## src/sv/rred_pkg.sv

```systemverilog
// Shared types and constants for the run-length repeat/escape decoder.
package rred_pkg;

  localparam int LENGTH_WIDTH = 16;
  localparam int OUT_LANES    = 4;
  localparam int MAX_RESULTS  = 64;

  localparam int LANES   = (OUT_LANES < 1) ? 1 : ((OUT_LANES > 4) ? 4 : OUT_LANES);
  localparam int RUN_CAP = (MAX_RESULTS * LANES > 255) ? 255 : MAX_RESULTS * LANES;

  localparam int FIFO_DEPTH = 2;
  localparam int FIFO_PTR_W = $clog2(FIFO_DEPTH);
  localparam int FIFO_CNT_W = $clog2(FIFO_DEPTH + 1);

  localparam int IN_TDATA_W  = ((8 + LENGTH_WIDTH + 7) / 8) * 8;
  localparam int OUT_TDATA_W = 40;

  typedef logic [LENGTH_WIDTH-1:0] len_t;

  typedef enum logic [1:0] {
    PH_IDLE,
    PH_NORMAL,
    PH_COUNT,
    PH_LITERAL
  } phase_t;

  // One emit command: repeat data count times (count >= 1).
  typedef struct packed {
    logic [7:0] data;
    logic [7:0] count;
    logic       frame_end;
  } cmd_t;

endpackage

```

## src/sv/rred_front.sv

```systemverilog
// Front end: tracks frame phase and remaining length, turns bytes into emit commands.
module rred_front
  import rred_pkg::*;
(
  input  logic       clk,
  input  logic       rst_n,
  input  logic       acc,
  input  logic [7:0] data_byte,
  input  logic       frame_start,
  input  len_t       out_length,
  output logic       push,
  output cmd_t       cmd
);

  phase_t     phase_r, phase_nxt;
  logic [7:0] prev_r, prev_nxt;
  len_t       rem_r, rem_nxt;

  len_t       len_dec;
  len_t       rem_dec;
  logic [7:0] run_byte;
  len_t       run_len;
  len_t       rem_after_run;

  assign len_dec       = out_length - LENGTH_WIDTH'(1);
  assign rem_dec       = rem_r - LENGTH_WIDTH'(1);
  assign run_byte      = (data_byte > 8'(RUN_CAP)) ? 8'(RUN_CAP) : data_byte;
  assign run_len       = (rem_r < LENGTH_WIDTH'(run_byte)) ? rem_r : LENGTH_WIDTH'(run_byte);
  assign rem_after_run = rem_r - run_len;

  always_ff @(posedge clk) begin
    if (!rst_n) begin
      phase_r <= PH_IDLE;
      prev_r  <= '0;
      rem_r   <= '0;
    end else begin
      phase_r <= phase_nxt;
      prev_r  <= prev_nxt;
      rem_r   <= rem_nxt;
    end
  end

  always_comb begin
    phase_nxt = phase_r;
    prev_nxt  = prev_r;
    rem_nxt   = rem_r;
    push      = 1'b0;
    cmd       = '0;
    if (acc) begin
      if (frame_start) begin
        rem_nxt = out_length;
        if (out_length != '0) begin
          push          = 1'b1;
          cmd.data      = data_byte;
          cmd.count     = 8'd1;
          cmd.frame_end = (len_dec == '0);
          rem_nxt       = len_dec;
          prev_nxt      = data_byte;
          phase_nxt     = (len_dec == '0) ? PH_IDLE : PH_NORMAL;
        end else begin
          phase_nxt = PH_IDLE;
        end
      end else begin
        case (phase_r)
          PH_NORMAL: begin
            push          = 1'b1;
            cmd.data      = data_byte;
            cmd.count     = 8'd1;
            cmd.frame_end = (rem_dec == '0);
            rem_nxt       = rem_dec;
            if (data_byte == prev_r) begin
              phase_nxt = PH_COUNT;
            end else begin
              prev_nxt = data_byte;
            end
            if (rem_dec == '0) begin
              phase_nxt = PH_IDLE;
            end
          end
          PH_COUNT: begin
            push          = (run_len != '0);
            cmd.data      = prev_r;
            cmd.count     = run_len[7:0];
            cmd.frame_end = (rem_after_run == '0);
            rem_nxt       = rem_after_run;
            phase_nxt     = (rem_after_run == '0) ? PH_IDLE : PH_LITERAL;
          end
          PH_LITERAL: begin
            push          = 1'b1;
            cmd.data      = data_byte;
            cmd.count     = 8'd1;
            cmd.frame_end = (rem_dec == '0);
            rem_nxt       = rem_dec;
            prev_nxt      = data_byte;
            phase_nxt     = (rem_dec == '0) ? PH_IDLE : PH_NORMAL;
          end
          default: begin
            phase_nxt = phase_r;
          end
        endcase
      end
    end
  end

endmodule

```

## src/sv/rred_fifo.sv

```systemverilog
// Small command queue between front and back ends.
module rred_fifo
  import rred_pkg::*;
(
  input  logic clk,
  input  logic rst_n,
  input  logic push,
  input  cmd_t wr_cmd,
  input  logic pop,
  output cmd_t head,
  output logic empty,
  output logic full
);

  cmd_t                  mem [FIFO_DEPTH];
  logic [FIFO_PTR_W-1:0] wr_ptr_r;
  logic [FIFO_PTR_W-1:0] rd_ptr_r;
  logic [FIFO_CNT_W-1:0] cnt_r;

  assign empty = (cnt_r == '0);
  assign full  = (cnt_r == FIFO_CNT_W'(FIFO_DEPTH));
  assign head  = mem[rd_ptr_r];

  always_ff @(posedge clk) begin
    if (push) begin
      mem[wr_ptr_r] <= wr_cmd;
    end
  end

  always_ff @(posedge clk) begin
    if (!rst_n) begin
      wr_ptr_r <= '0;
      rd_ptr_r <= '0;
      cnt_r    <= '0;
    end else begin
      if (push) begin
        wr_ptr_r <= (wr_ptr_r == FIFO_PTR_W'(FIFO_DEPTH - 1)) ? '0 :
                    wr_ptr_r + FIFO_PTR_W'(1);
      end
      if (pop) begin
        rd_ptr_r <= (rd_ptr_r == FIFO_PTR_W'(FIFO_DEPTH - 1)) ? '0 :
                    rd_ptr_r + FIFO_PTR_W'(1);
      end
      if (push && !pop) begin
        cnt_r <= cnt_r + FIFO_CNT_W'(1);
      end else if (pop && !push) begin
        cnt_r <= cnt_r - FIFO_CNT_W'(1);
      end
    end
  end

endmodule

```

## src/sv/rred_back.sv

```systemverilog
// Back end: splits emit commands into packed lane words behind an output register.
module rred_back
  import rred_pkg::*;
(
  input  logic        clk,
  input  logic        rst_n,
  input  cmd_t        head,
  input  logic        empty,
  output logic        pop,
  input  logic        out_ready,
  output logic        out_valid,
  output logic [31:0] out_packed,
  output logic [2:0]  out_count,
  output logic        out_last,
  output logic        out_done
);

  logic        busy_r;
  logic [7:0]  left_r;
  logic        valid_r;
  logic [31:0] packed_r;
  logic [2:0]  count_r;
  logic        last_r;
  logic        done_r;

  logic [7:0]  eff;
  logic [2:0]  chunk;
  logic        final_chunk;
  logic        slot_free;
  logic        go;
  logic [31:0] word;

  assign eff         = busy_r ? left_r : head.count;
  assign final_chunk = (eff <= 8'(LANES));
  assign chunk       = final_chunk ? eff[2:0] : 3'(LANES);
  assign slot_free   = !valid_r || out_ready;
  assign go          = !empty && slot_free;
  assign pop         = go && final_chunk;

  always_comb begin
    for (int i = 0; i < 4; i++) begin
      word[8*i +: 8] = (3'(i) < chunk) ? head.data : 8'd0;
    end
  end

  always_ff @(posedge clk) begin
    if (!rst_n) begin
      busy_r  <= 1'b0;
      valid_r <= 1'b0;
    end else begin
      if (go) begin
        busy_r  <= !final_chunk;
        valid_r <= 1'b1;
      end else if (out_ready) begin
        valid_r <= 1'b0;
      end
    end
  end

  always_ff @(posedge clk) begin
    if (go) begin
      left_r   <= eff - 8'(LANES);
      packed_r <= word;
      count_r  <= chunk;
      last_r   <= final_chunk;
      done_r   <= final_chunk && head.frame_end;
    end
  end

  assign out_valid  = valid_r;
  assign out_packed = packed_r;
  assign out_count  = count_r;
  assign out_last   = last_r;
  assign out_done   = done_r;

endmodule

```

## src/sv/rle_repeat_escape_decoder.sv

```systemverilog
// Top level of the run-length decoder with doubled-byte escape.
// Each result passes through the command queue and then the back-end output register.
// Throughput: one input byte per cycle for literal bytes; a count byte yields
// ceil(run/4) result words, one per cycle while out_tready is high, set by the back-end lane splitter.
// Input stalls only when the two-entry command queue is full.
// Reset (synchronous, rst_n low): no frame active, remaining length and queue cleared.
module rle_repeat_escape_decoder
  import rred_pkg::*;
(
  input  logic                   clk,
  input  logic                   rst_n,
  input  logic                   in_tvalid,
  output logic                   in_tready,
  input  logic [IN_TDATA_W-1:0]  in_tdata,   // data_byte[7:0], out_length[23:8]
  input  logic                   in_tuser,   // frame_start
  output logic                   out_tvalid,
  input  logic                   out_tready,
  output logic [OUT_TDATA_W-1:0] out_tdata,  // packed_bytes[31:0], byte_count[34:32], zero pad
  output logic                   out_tuser,  // last_of_item
  output logic                   out_tlast   // frame_done
);

  logic        acc;
  logic        push;
  cmd_t        cmd;
  logic        pop;
  cmd_t        head;
  logic        empty;
  logic        full;
  logic [31:0] packed_bytes;
  logic [2:0]  byte_count;

  assign in_tready = !full;
  assign acc       = in_tvalid && in_tready;

  rred_front u_front (
    .clk         (clk),
    .rst_n       (rst_n),
    .acc         (acc),
    .data_byte   (in_tdata[7:0]),
    .frame_start (in_tuser),
    .out_length  (in_tdata[8 +: LENGTH_WIDTH]),
    .push        (push),
    .cmd         (cmd)
  );

  rred_fifo u_fifo (
    .clk    (clk),
    .rst_n  (rst_n),
    .push   (push),
    .wr_cmd (cmd),
    .pop    (pop),
    .head   (head),
    .empty  (empty),
    .full   (full)
  );

  rred_back u_back (
    .clk        (clk),
    .rst_n      (rst_n),
    .head       (head),
    .empty      (empty),
    .pop        (pop),
    .out_ready  (out_tready),
    .out_valid  (out_tvalid),
    .out_packed (packed_bytes),
    .out_count  (byte_count),
    .out_last   (out_tuser),
    .out_done   (out_tlast)
  );

  assign out_tdata = {5'd0, byte_count, packed_bytes};

endmodule
```

## config.mk

```make
export PLATFORM = sky130hd
export DESIGN_NAME = rle_repeat_escape_decoder
export DESIGN_NICKNAME = d
export VERILOG_FILES = /design/src/sv/rred_pkg.sv /design/src/sv/rred_front.sv /design/src/sv/rred_fifo.sv /design/src/sv/rred_back.sv /design/src/sv/rle_repeat_escape_decoder.sv
export SDC_FILE = /design/constraint.sdc
export NUM_CORES = 1
export LEC_CHECK = 0
export ABC_AREA = 1
export BUFFER_PORTS_ARGS = -buffer_cell sky130_fd_sc_hd__buf_2
export CAP_MARGIN = 40
export CORE_MARGIN = 1
export CORE_UTILIZATION = 51
export CTS_CLUSTER_DIAMETER = 100
export CTS_CLUSTER_SIZE = 40
export DETAILED_ROUTE_END_ITERATION = 6
export PLACE_DENSITY = 0.71
export SLEW_MARGIN = 10
export SYNTH_ARGS = -nofsm -noshare
export SYNTH_HDL_FRONTEND = slang
export SYNTH_SLANG_ARGS = --single-unit
```

## constraint.sdc

```tcl
create_clock -name clk -period 4.86 [get_ports clk]
set_clock_uncertainty 0.05 [all_clocks]
set_input_delay 0.486 -clock clk [delete_from_list [all_inputs] [get_ports clk]]
set_output_delay 0.486 -clock clk [all_outputs]
set_load 0.05 [all_outputs]
```

# --- Yosys cells after proc, flatten, opt, wreduce, memory -nomap -nowiden ---
# Memory sizes are Yosys's and may differ from the RTL's. A register that Yosys moved wholly into a read port is not among the register bits.
# Index checks and enable logic that the tools add are counted.
classes:
  n_reduce_logical: 28
  n_addsub: 8
  eq_ne: 8
  muxes: 37
  magnitude_cmp: 7
ops:
  columns: ["operator", "count"]
  rows:
  - ["2-to-1 mux 17 bit", 3]
  - ["zero test 16 bit", 3]
  - ["2-to-1 mux 16 bit", 3]
  - ["2-to-1 mux 8 bit", 5]
  - ["case mux 17 bit (2 select lines)", 1]
  - ["case mux 16 bit (2 select lines)", 1]
  - ["nonzero test 16 bit", 2]
  - ["subtractor 16 x 1 -> 16 bit (second input constant)", 2]
  - ["< comparator 16 x 8 -> 1 bit", 1]
  - ["case mux 8 bit (2 select lines)", 1]
  - ["subtractor 16 bit", 1]
  - ["2-to-1 mux 2 bit", 7]
  - ["2-to-1 mux 1 bit", 13]
  - ["equality test 8 bit", 1]
  - ["> comparator 8 bit (second input constant)", 1]
  - ["less-or-equal comparator 8 x 3 -> 1 bit (second input constant)", 1]
  - ["subtractor 8 x 3 -> 8 bit (second input constant)", 1]
  - ["equality test 2 bit (second input constant)", 3]
  - ["logical AND 1 bit", 6]
  - ["zero test 1 bit", 6]
  - ["< comparator 1 x 3 -> 1 bit (first input constant)", 2]
  - ["< comparator 2 x 3 -> 1 bit (first input constant)", 2]
  - ["case mux 2 bit (3 select lines)", 1]
  - ["nonzero test 3 bit", 2]
  - ["other kinds (17)", 19]
word_totals:
  output_inout_bits: 44
  ff_bits: 77
  ram_bits: 34
  input_bits: 29
  memories: 1
mem_list:
  columns: ["name", "depth", "width", "read_ports", "rd_ports_with_merged_regs", "wr", "line", "text"]
  rows:
  - ["u_fifo.mem", 2, 17, 1, 1, 1, "rred_fifo.sv:15", "cmd_t mem [FIFO_DEPTH];"]

# --- Depth between registers and ports, before layout ---
# Gate-level depths: netlist of the first run.
depth:
  depth_word: 12
  mapped_depth: 29
  depth_no_buf: 27

# --- Modules after synthesis ---
# From an unflattened synthesis of the first run, not the netlist that was laid out.
hier_totals:
  cells_unflattened: 889
  area_unflattened_um2: 7098.1
modules_own_cells:
  columns: ["mod", "instances", "seq_area_each_um2", "cells_per_inst", "area_each_um2"]
  rows:
  - ["rred_front", 1, 520.5, 601, 3449.6]
  - ["rred_back", 1, 1391.3, 191, 2084.5]
  - ["rred_fifo", 1, 1121.1, 88, 1508.9]
  - ["rle_repeat_escape_decoder", 1, 0.0, 9, 55.1]

# --- Least setup slack after synthesis of the first run ---
# No wires, ideal clock.
synth_path:
  path_type: "register -> register"
  start: "reg u_back.valid_r, in the netlist u_back.out_valid"
  end: "reg u_fifo.cnt_r[1]"
  period_less_slack_ns: 4.307
  required_ns: 4.688
  slack_ns: 0.553
  arrival_ns: 4.134
  n_path_buf: 0
  path_stages_with_launch: 10
  cell_sequence: "dfxtp_1 > inv_1 > nor2_1 > a21oi_1 > nand2_1 > ha_1 > a21oi_1 > o21ai_0 > o21ai_0 > a21oi_1"
synth_between:
  elab_chain_len: 7
  word_cells_on_any_way: 9
  cone_classes: "1 x mux; 8 x reduce/logical"
synth_rtl:
  columns: ["element", "line", "text"]
  rows:
  - ["from (decl)", "rred_back.sv:20", "logic valid_r;"]
  - ["from (signal assigned)", "rred_back.sv:49", "valid_r <= 1'b0;"]
  - ["from (signal assigned)", "rred_back.sv:53", "valid_r <= 1'b1;"]
  - ["from (signal assigned)", "rred_back.sv:55", "valid_r <= 1'b0;"]
  - ["zero test 1 bit *", "rred_back.sv:36", "assign slot_free = !valid_r || out_ready;"]
  - ["logical OR 1 bit *", "rred_back.sv:36", null]
  - ["logical AND 1 bit *", "rred_back.sv:37", "assign go = !empty && slot_free;"]
  - ["net u_back.go", "rred_back.sv:30", "logic go;"]
  - ["logical AND 1 bit *", "rred_back.sv:38", "assign pop = go && final_chunk;"]
  - ["zero test 1 bit", "rred_fifo.sv:44", "if (push && !pop) begin"]
  - ["logical AND 1 bit", "rred_fifo.sv:44", null]
  - ["2-to-1 mux 2 bit or nonzero test 2 bit (tied branches)", null, null]
  - ["to (signal assigned)", "rred_fifo.sv:45", "cnt_r <= cnt_r + FIFO_CNT_W'(1);"]
  - ["to (signal assigned)", "rred_fifo.sv:47", "cnt_r <= cnt_r - FIFO_CNT_W'(1);"]
  - ["to (decl)", "rred_fifo.sv:18", "logic [FIFO_CNT_W-1:0] cnt_r;"]
# The timed path passes the listed nets; every way through them passes the cells marked *.
# A chain may end at the register's enable or synchronous reset.

==> reports/metrics.cfg, run 1 <==
[status]
status=complete, no violations

[sta]
fin_crit_ns=3.93
setup_viol=0
tightest_slew_ns=0.949
period_share=0.808
setup_tns_ns=0
slew_headroom=0.365
setup_ws_ns=0.934
fmax_mhz=255
hold_viol=0
drv_slew=0
rsz0062_at_grt=no

[detailed_routing]
vias_per_cell=5.27
dr.pass1.iters=5
ant_nets=0
vias=6346
drc=0
wire_per_inst_um=15.1
routed_wirelength_mm=18.2
drtIter0Drc=429

[global_route]
grt-ovfl-total=0
antenna_found_initial=0
grt_max_degree=49
grt_pass1_wl_mm=29.3
grt_pass1_vias=5929
grt_usage=0.262

[power_and_ir_drop]
p_clk_frac=0.161
p_int_w=0.00251
swShare=0.484
power_density_nw_per_um2=614
power.leakage_nw=3.73
max-vdd-ir-drop_mv=0.250
comb_power_share=0.513
switching_power_w=0.00235
pwr-share-seq=0.326

[critical_path]
slowest_delay_ns=0.59
crit_type=reg -> reg
worstPathArrival_ns=4.10
cp_max_fo=12
crit_required_ns=5.04
worstSetupStartpointType=flop
cp_slowest_cell=dfxtp_1
worstRegToRegCells=22
cpMostUsedCell=nand2_1
crit_chain=ha_1 -> nand2_1 -> a21oi_1 -> nor3_4 -> nand2_2 -> nand2_1 -> o21ai_2 -> ha_1 -> fa_1 -> inv_1 -> nand3_1 -> nand2_1 -> nand2_1 -> nand2_1 -> nand2_1 -> nand2_1 -> nand3_1 -> nor2_1 -> nand4_1 -> o211ai_1 -> nand2_1 -> inv_1
endpoint_kind=flop

[cts]
cts_max_path_buffers=2
ctsResizeCount=0
cts_hold_buffers=0
root_buffer=clkbuf_16
clock_latency_ns=0.36
clk_pin_slew_ns=0.08
cts_setup_buffers=0
htree_levels=3
cts_made_buffers=9
cts.sinks=112
cts_tree=done

[placement]
dp_slack_ns=0.872
dpl.hpwl_mm=14.0
gp_congestion=0.963
io_buffers=67
dp.cells=1188

[die]
initial_core_util=0.530
die_y_um=120
rows=42
die_x_um=120
die-area_um2=14400
core_um2=13400
io_pins=73

[synthesis]
avgSynthCellArea_um2=7.42
syn_area_um2=7100
synth.distinct_cells=47
netlist_top_cells_count=nand2_1 (241), inv_1 (147), nor2_1 (126)
yosys.area.top_type=edfxtp_1
synth_top_area_frac=0.334
ys_ff_latch=112
ys_seq_area_frac=0.427
synthArstFlopShare=0
yosysWarnings=0
synth_cells=957
ys.flop_type=edfxtp_1
synth-edff-count=79
ys_top_cells_by_area=edfxtp_1 (33%), nand2_1 (13%), dfxtp_1 (9.3%)
synth_most_common_cell=nand2_1

[finish]
drive_above_1_share=0.133
final_cells=1204
layout.nets=1075
areaGrowthSynthToFinish_pct=11.5
antenna_cells=0
multi_input_area_um2=3390
regArea_um2=3030
fillers=1284

[flow_run]
drv_cap=0

[min_path]
whs_path_depth=3
hp-class=in -> reg

sequential cells by signal, indices dropped and copies added (netlist names), named ones only:
register,cells
u_fifo.cnt_r,2
u_back.out_valid,1
u_back.busy_r,1
u_back.out_last,1
u_back.out_packed,32
u_fifo.mem,34
u_back.out_done,1
u_fifo.rd_ptr_r,1
u_front.rem_r,16
u_fifo.wr_ptr_r,1
u_back.left_r,8
u_front.prev_r,8
u_front.phase_r,2
u_back.out_count,3
power by group through the flow:
stage	Clock, W	Sequential, W	Combinational [W]
floorplan	0	0.00214	0.00137
global placement	0	0.00160	0.00246
detailed placement	0	0.00161	0.00246
CTS	0.000794	0.00159	0.00248
global route	0.000823	0.00161	0.00273
finish	0.000780	0.00159	0.00249
kinds of logic after synthesis:
group                      count (synthesis)  synth area share
and+or+nand+nor                          491             0.295
adders and majority gates                 23            0.0416
xor gates and xnor gates                  22            0.0271
DFF                                      112             0.427
AOI/OAI and AO/OA                        130             0.109
other                                      1          0.000528
buffers and inverters                    178            0.0994
layout make-up:
class                           instances  area share
Multi-Input combinational cell        671       0.428
Sequential cell                       112       0.383
Inverter                              157      0.0744
Timing Repair Buffer                   72      0.0471
Clock buffer                            9      0.0284
Tap cell                              176      0.0278
Clock inverter                          7      0.0111
final timing paths:
| path | start | endpoint | slack, ns |
|---|---|---|---|
| max | u_front.rem_r[5]$_SDFFE_PN0P_ | u_fifo.mem[1][0]$_DFFE_PP_ | 0.93 |
| min | in_tdata[7] | u_front.prev_r[7]$_SDFFE_PN0P_ | 0.39 |
| max reg2reg | u_front.rem_r[5]$_SDFFE_PN0P_ | u_fifo.mem[1][0]$_DFFE_PP_ | 0.93 |
| min reg2reg | u_front.prev_r[5]$_SDFFE_PN0P_ | u_front.prev_r[5]$_SDFFE_PN0P_ | 0.44 |
critical path: cells and delay by family, from the launching register on:
family,cells,cell delay (ns)
adder cells (fa/ha/maj),3,0.95
flip-flops,1,0.59
AO/OA/AOI/OAI,3,0.27
buffers and inverters,2,0.17
AND/OR/NAND/NOR,14,1.75
placed cells by master (no fill, tap or decap), types with 5 or more instances in the layout:
master,count
xnor2_1,10
ha_1,22
inv_2,6
buf_2,67
nor2_1,126
conb_1,5
edfxtp_1,79
or2_2,13
nand2_1,241
a21oi_1,45
inv_1,147
nand2_2,15
nand3_1,61
o21ai_0,46
dfxtp_1,33
nor3_1,9
xor2_1,12
clkbuf_16,9
nand4_1,14
o211ai_1,11
buf_4,5
per-stage QoR:
stage	instance area (um2)	power [W]	util	hold slack, ns
floorplan	7120	0.00351	-	0.403
finish	7920	0.00486	0.591	0.389
global route	7920	0.00517	0.591	0.413
detailed placement	7600	0.00407	0.568	0.430
global placement	7600	0.00406	0.568	0.425
CTS	7920	0.00486	0.591	0.377
metal layers:
layer,wire (um),vias to the layer above,track usage
li1,-,3227,-
met1,7810,2877,0.321
met2,8840,207,0.451
met3,1010,35,0.0494
met4,535,0,0.105
met5,0,-,0
No activity file was read; power rests on OpenSTA's default activity.
==> run 2: changes to the inputs <==
ABC_AREA = 0   (was 1)
clock period = 3.8 ns   (was 4.86 ns; I/O delays follow)
==> run 2 against run 1 <==
- the run now ends with setup timing left
- cell count shrank 19%
- sequential share of layout area is 1.2 points lower
- non-clock buffer count up 76
- sequential power is essentially flat
- global-route usage increased by 0.65 points
- highest routed layer unchanged
==> reports/metrics.cfg, run 2 <==
[status]
status=complete, but fails checks
violations=setup timing

[die]
rows=41  ; -2.4%
die_y_um=116  ; -3.4%
initial_core_util=0.524  ; -0.00548
die-area_um2=13400  ; -6.7%
core_um2=12600  ; -5.8%
io_pins=73  ; unchanged
die_x_um=116  ; -3.4%

[detailed_routing]
ant_nets=0  ; unchanged
dr.pass1.iters=5  ; unchanged
routed_wirelength_mm=17.6  ; -3.1%
vias_per_cell=5.90  ; +12%
drc=0  ; unchanged
wire_per_inst_um=18.0  ; +19%
drtIter0Drc=532  ; +24%
vias=5792  ; -8.7%

[synthesis]
synth_cells=675  ; -29%
synth-edff-count=79  ; unchanged
avgSynthCellArea_um2=9.81  ; +32%
ys_ff_latch=112  ; unchanged
ys_top_cells_by_area=edfxtp_1 (36%), dfxtp_1 (10%), nor2_1 (6.4%)
ys.flop_type=edfxtp_1
ys_seq_area_frac=0.458  ; +0.0312
yosysWarnings=0  ; unchanged
netlist_top_cells_count=nor2_1 (113), edfxtp_1 (79), a21oi_1 (46)
syn_area_um2=6620  ; -6.8%
synthArstFlopShare=0  ; unchanged
synth.distinct_cells=77  ; +64%
synth_top_area_frac=0.358  ; +0.0244
yosys.area.top_type=edfxtp_1
synth_most_common_cell=nor2_1

[cts]
clk_pin_slew_ns=0.08  ; about the same
clock_latency_ns=0.36  ; about the same
cts_hold_buffers=0  ; unchanged
cts_made_buffers=9  ; unchanged
root_buffer=clkbuf_16
cts_tree=done
htree_levels=3  ; unchanged
cts.sinks=112  ; unchanged
cts_max_path_buffers=2  ; unchanged

[finish]
layout_common_cells=nor2_1 (110), edfxtp_1 (79), buf_4 (77)
postLayoutCellArea_um2=8170  ; +3.2%
drive_above_1_share=0.287  ; +0.154
antenna_cells=0  ; unchanged
regArea_um2=3030  ; about the same
largest_register_ffs=34  ; unchanged
fillers=1013  ; -21%
layout.nets=856  ; -20%
multi_input_area_um2=3560  ; +4.9%
layout_commonest_cell=nor2_1
regMostFlops=u_fifo.mem
areaGrowthSynthToFinish_pct=23.5

[min_path]
min_to=u_front.prev_r[7]$_SDFFE_PN0P_
hp-start=in_tdata[7]
hp-class=in -> reg
whs_path_depth=4  ; +1

[critical_path]
worstRegToRegCells=16  ; -27%
cp_max_fo=6  ; -6
worstSetupStartpointType=flop
slowest_delay_ns=0.58  ; about the same
path_delay_family=compound AO/OA/AOI/OAI gates
crit_chain=ha_4 -> a21o_1 -> a21o_1 -> a211oi_2 -> o31a_1 -> buf_4 -> buf_6 -> a21oi_2 -> ha_1 -> or4_4 -> o21ai_4 -> a21oi_2 -> buf_4 -> a41o_4 -> or4_4 -> o21ai_2
cp_slowest_cell=or4_4
critical_path_buf_inv_count=3  ; +1
crit_cells=16  ; -27%
worstPathArrival_ns=3.98  ; -0.12 ns
crit_required_ns=3.96  ; -1.08 ns
r2r-end=u_fifo.mem[1][0]$_DFFE_PP_
rrSetupSlack_ns=-0.02  ; -0.96 ns
r2r-start=u_front.rem_r[5]$_SDFFE_PN0P_
endpoint_kind=flop
crit_type=reg -> reg

[sta]
setup_tns_ns=-0.0479  ; -0.0479 ns
hold_viol=0  ; unchanged
slew_headroom=0.453  ; +0.0886
fmax_mhz=262  ; +2.7%
setup_viol=2  ; +2
drv_slew=0  ; unchanged
setup_ws_ns=-0.0240  ; -0.958 ns
fin_crit_ns=3.82  ; -0.102 ns
period_share=1.01  ; +0.198
rsz0062_at_grt=yes
tightest_slew_ns=0.819  ; -0.130 ns
holdWs_ns=0.358  ; -0.0305 ns

[power_and_ir_drop]
max-vdd-ir-drop_mv=0.250  ; about the same
switching_power_w=0.00178  ; -25%
swShare=0.391  ; -0.0927
pwr-share-seq=0.354  ; +0.028
p_clk_frac=0.208  ; +0.047
p_int_w=0.00276  ; +10%
comb_power_share=0.438  ; -0.075
power_density_nw_per_um2=555  ; -9.6%
power.leakage_nw=3.16  ; -15%

[placement]
dp_slack_ns=-0.250  ; -1.12 ns
dpl.hpwl_mm=13.0  ; -6.7%
gp_congestion=0.939  ; -2.5%
io_buffers=67  ; unchanged
dpl_cell_area_um2=7630  ; +0.33%

[global_route]
grt-ovfl-total=0  ; unchanged
antenna_found_initial=0  ; unchanged
grt_pass1_wl_mm=27.3  ; -6.8%
grt_usage=0.269  ; +0.00649
grt_pass1_vias=5408  ; -8.8%
grt_max_degree=48  ; -2.0%

[flow_run]
drv_cap=0  ; unchanged

==> run 2: layout make-up <==
cell class	count	area share
multi-input cells	504	0.435
inverters	29	0.0136
repair buffers	148	0.117
well taps	172	0.0263
flip-flops and latches	112	0.371
clock inverters	6	0.00704
clock buffers	10	0.0292
==> run 2: metal layers <==
metal,GRT usage,part of all wire
met4,0.121,0.035
met2,0.440,0.48
met1,0.351,0.42
met3,0.0418,0.070
met5,0,0
==> run 2: power by group through the flow <==
| stage | Sequential [W] | Combinational (W) | Clock [W] |
|---|---|---|---|
| floorplan | 0.00191 | 0.000943 | 0 |
| global placement | 0.00163 | 0.00176 | 0 |
| detailed placement | 0.00163 | 0.00179 | 0 |
| CTS | 0.00161 | 0.00183 | 0.000953 |
| global route | 0.00162 | 0.00213 | 0.000997 |
| finish | 0.00161 | 0.00199 | 0.000943 |
==> run 2: what timing repair did <==
| item | CTS | global route |
|---|---|---|
| endpoints found under the setup margin | 5 | 13 |
| resized for setup | 7 | 35 |
| pin swaps | 3 | 11 |
| gates cloned | 0 | 1 |
| buffers inserted | 2 | 5 |
==> run 2: how the worst max path moves through the flow <==
| stage | from | end | slack [ns] |
|---|---|---|---|
| 2_1_floorplan | in_tdata[5] | u_fifo.mem[0][0]$_DFFE_PP_ | 0.009 |
| 3_3_place_gp | in_tdata[5] | u_fifo.mem[0][0]$_DFFE_PP_ | -0.17 |
| 3_5_place_dp | in_tdata[5] | u_front.phase_r[0]$_SDFFE_PN0P_ | -0.25 |
| 4_1_cts | u_front.rem_r[5]$_SDFFE_PN0P_ | u_fifo.mem[0][0]$_DFFE_PP_ | -0.04 |
| 5_1_grt | u_front.rem_r[5]$_SDFFE_PN0P_ | u_fifo.mem[0][0]$_DFFE_PP_ | -0.19 |
| 6_report | u_front.rem_r[5]$_SDFFE_PN0P_ | u_fifo.mem[1][0]$_DFFE_PP_ | -0.02 |
==> run 2: cell families (layout without fill, tap and decap cells) <==
kind of cell,Yosys count,in the layout,share of synthesized area
AO/OA/AOI/OAI,160,160,0.160
XOR/XNOR,45,45,0.0595
adder cells (fa/ha/maj),23,23,0.0446
buffers and inverters,63,193,0.0425
flip-flops,112,112,0.458
multiplexers,31,31,0.0482
other,1,5,0.000567
AND/OR/NAND/NOR,240,240,0.186
==> run 2: tightest hold or removal path, cell delays in order <==
cell	delay, ns
buf_2	0.09
buf_4	0.12
mux2i_1	0.06
nor2_1	0.08
==> run 2: through the flow <==
stage | power [W] | instances | util
global placement | 0.00339 | 957 | 0.605
CTS | 0.00439 | 975 | 0.631
floorplan | 0.00285 | 679 | -
global route | 0.00475 | 981 | 0.648
detailed placement | 0.00342 | 957 | 0.605
finish | 0.00454 | 981 | 0.648
==> run 3: changes to the inputs <==
ABC_CLOCK_PERIOD_IN_PS = 3800   (was unset)
CORE_UTILIZATION = 59   (was 51)
PLACE_DENSITY = 0.8   (was 0.71)
==> run 3 against run 2 <==
- the run still ends with setup timing left
- clock power down 21%
- wire length down 0.43%
- total power down 5.7%
- clock-buffer cell count down 1
- global-route usage up 4.2 points
- combinational power down 3%
- core utilization up 8.4 points
- via count down 1.5%
- sequential cell count unchanged
- largest power group unchanged
==> reports/metrics.cfg, run 3 (synthesis results as in run 2) <==
[status]
violations=setup timing
status=complete, but fails checks

[flow_run]
drv_cap=0  ; unchanged

[die]
die_x_um=108  ; -6.9%
die_y_um=108  ; -6.9%
io_pins=73  ; unchanged
core_um2=10900  ; -14%
initial_core_util=0.608  ; +0.0834
rows=38  ; -7.3%
die-area_um2=11600  ; -13%

[cts]
cts_max_path_buffers=2  ; unchanged
cts_hold_buffers=0  ; unchanged
cts.sinks=112  ; unchanged
cts_tree=done
cts_made_buffers=9  ; unchanged
clock_latency_ns=0.41  ; +0.05 ns
htree_levels=3  ; unchanged
root_buffer=clkbuf_8
clk_pin_slew_ns=0.12  ; +0.04 ns

[detailed_routing]
drc=0  ; unchanged
wire_per_inst_um=18.6  ; +3.3%
vias=5704  ; -1.5%
vias_per_cell=6.03  ; +2.1%
ant_nets=0  ; unchanged
routed_wirelength_mm=17.6  ; -0.43%
dr.pass1.iters=7  ; +2
drtIter0Drc=530  ; -0.38%

[placement]
dp_slack_ns=-0.259  ; -0.00886 ns
gp_congestion=0.928  ; -1.1%
io_buffers=67  ; unchanged
dpl.hpwl_mm=13.0  ; -0.12%
dp.cells=927  ; -3.1%

[power_and_ir_drop]
power.leakage_nw=3.11  ; -1.8%
power_density_nw_per_um2=537  ; -3.1%
switching_power_w=0.00176  ; -0.79%
swShare=0.412  ; +0.0202
p_clk_frac=0.173  ; -0.035
max-vdd-ir-drop_mv=0.330  ; +32%
pwr-share-seq=0.376  ; +0.022
p_int_w=0.00252  ; -8.8%
comb_power_share=0.451  ; +0.013

[critical_path]
cp_max_fo=3  ; -3
crit_required_ns=4.00  ; +0.04 ns
endpoint_kind=flop
crit_chain=ha_4 -> a21o_1 -> a21o_1 -> a211oi_2 -> o31a_1 -> mux2_4 -> ha_4 -> fa_2 -> nand2_2 -> a211oi_2 -> nand4_1 -> nor4_2 -> nand4_1 -> or4_1 -> o21ai_2
critical_path_buf_inv_count=0  ; -3
crit_start=u_front.rem_r[5]$_SDFFE_PN0P_
slowest_delay_ns=0.55  ; -0.03 ns
cp_slowest_cell=fa_2
rrSetupSlack_ns=-0.09  ; -0.07 ns
worstSetupStartpointType=flop
crit_type=reg -> reg
r2r-start=u_front.rem_r[5]$_SDFFE_PN0P_
worstPathArrival_ns=4.09  ; +0.11 ns
path_delay_family=simple AND/OR/NAND/NOR gates

[finish]
layout_commonest_cell=nor2_1
areaGrowthSynthToFinish_pct=20.3
multi_input_area_um2=3510  ; -1.4%
layout_common_cells=nor2_1 (112), edfxtp_1 (79), buf_4 (77)
layout.nets=853  ; -0.35%
fillers=801  ; -21%
regArea_um2=3030  ; unchanged
drive_above_1_share=0.272  ; -0.0151
regMostFlops=u_fifo.mem
final_cells=946  ; -3.6%
largest_register_ffs=34  ; unchanged
antenna_cells=0  ; unchanged

[sta]
fin_crit_ns=3.89  ; +0.0660 ns
drv_slew=0  ; unchanged
tightest_slew_ns=0.811  ; -0.00789 ns
setup_ws_ns=-0.0900  ; -0.0660 ns
holdWs_ns=0.306  ; -0.0525 ns
rsz0062_at_grt=yes
period_share=1.02  ; +0.0174
setup_viol=2  ; unchanged
slew_headroom=0.459  ; +0.00527
hold_viol=0  ; unchanged
fmax_mhz=257  ; -1.7%

[min_path]
hp-start=in_tdata[6]
hp-class=in -> reg

[global_route]
grt_pass1_vias=5450  ; +0.78%
grt-ovfl-total=0  ; unchanged
antenna_found_initial=0  ; unchanged
grt_pass1_wl_mm=27.1  ; -0.71%
grt_usage=0.311  ; +0.0423
grt_max_degree=48  ; unchanged

run 3: power by group through the flow:
stage                     Combinational (W)  Sequential [W]  Clock [W]
after floorplan                    0.000943         0.00191          0
after global placement              0.00176         0.00162          0
after detailed placement            0.00180         0.00163          0
after CTS                           0.00183         0.00161   0.000746
after global routing                0.00207         0.00163   0.000789
final                               0.00193         0.00161   0.000741
run 3: metal layers:
layer / GRT usage / routed length [um] / vias up
li1: - / - / 2725
met1: 0.384 / 7280 / 2659
met2: 0.523 / 8540 / 267
met3: 0.0400 / 990 / 53
met4: 0.180 / 748 / 0
met5: 0 / 0 / -
run 3: worst min-delay path: stages:
cell     delay (ns)
buf_2          0.09
buf_4          0.12
mux2i_1        0.07
nor2_1         0.08
run 3: through the flow:
step | TNS, ns | utilization | power (W) | area, um2
final | -0.173 | 0.731 | 0.00428 | 7960
after global routing | -0.944 | 0.731 | 0.00449 | 7960
after CTS | -0.128 | 0.720 | 0.00418 | 7840
after detailed placement | -1.76 | 0.698 | 0.00344 | 7600
after global placement | -0.898 | 0.698 | 0.00339 | 7600
after floorplan | 0 | - | 0.00285 | 6710
run 3: cell type report:
cell class                 instances  share of cell area
tap                              140              0.0220
clock buffer                       9              0.0156
timing repair buffer             145               0.116
multi-input combinational        504               0.440
sequential                       112               0.381
clock inverter                     7              0.0108
inverter                          29              0.0140
run 3: final timing paths:
check	to	depth (start not counted)
setup / recovery	u_fifo.mem[1][0]$_DFFE_PP_	15
setup reg to reg	u_fifo.mem[1][0]$_DFFE_PP_	15
hold / removal	u_front.prev_r[6]$_SDFFE_PN0P_	4
hold reg to reg	u_fifo.rd_ptr_r$_SDFFE_PN0P_	2
run 3: repair_timing:
item,in CTS,in global routing
endpoints found under the setup margin,6,12
cloned,0,1
gates resized for setup,7,21
buffers inserted,0,2
pin swaps,4,6
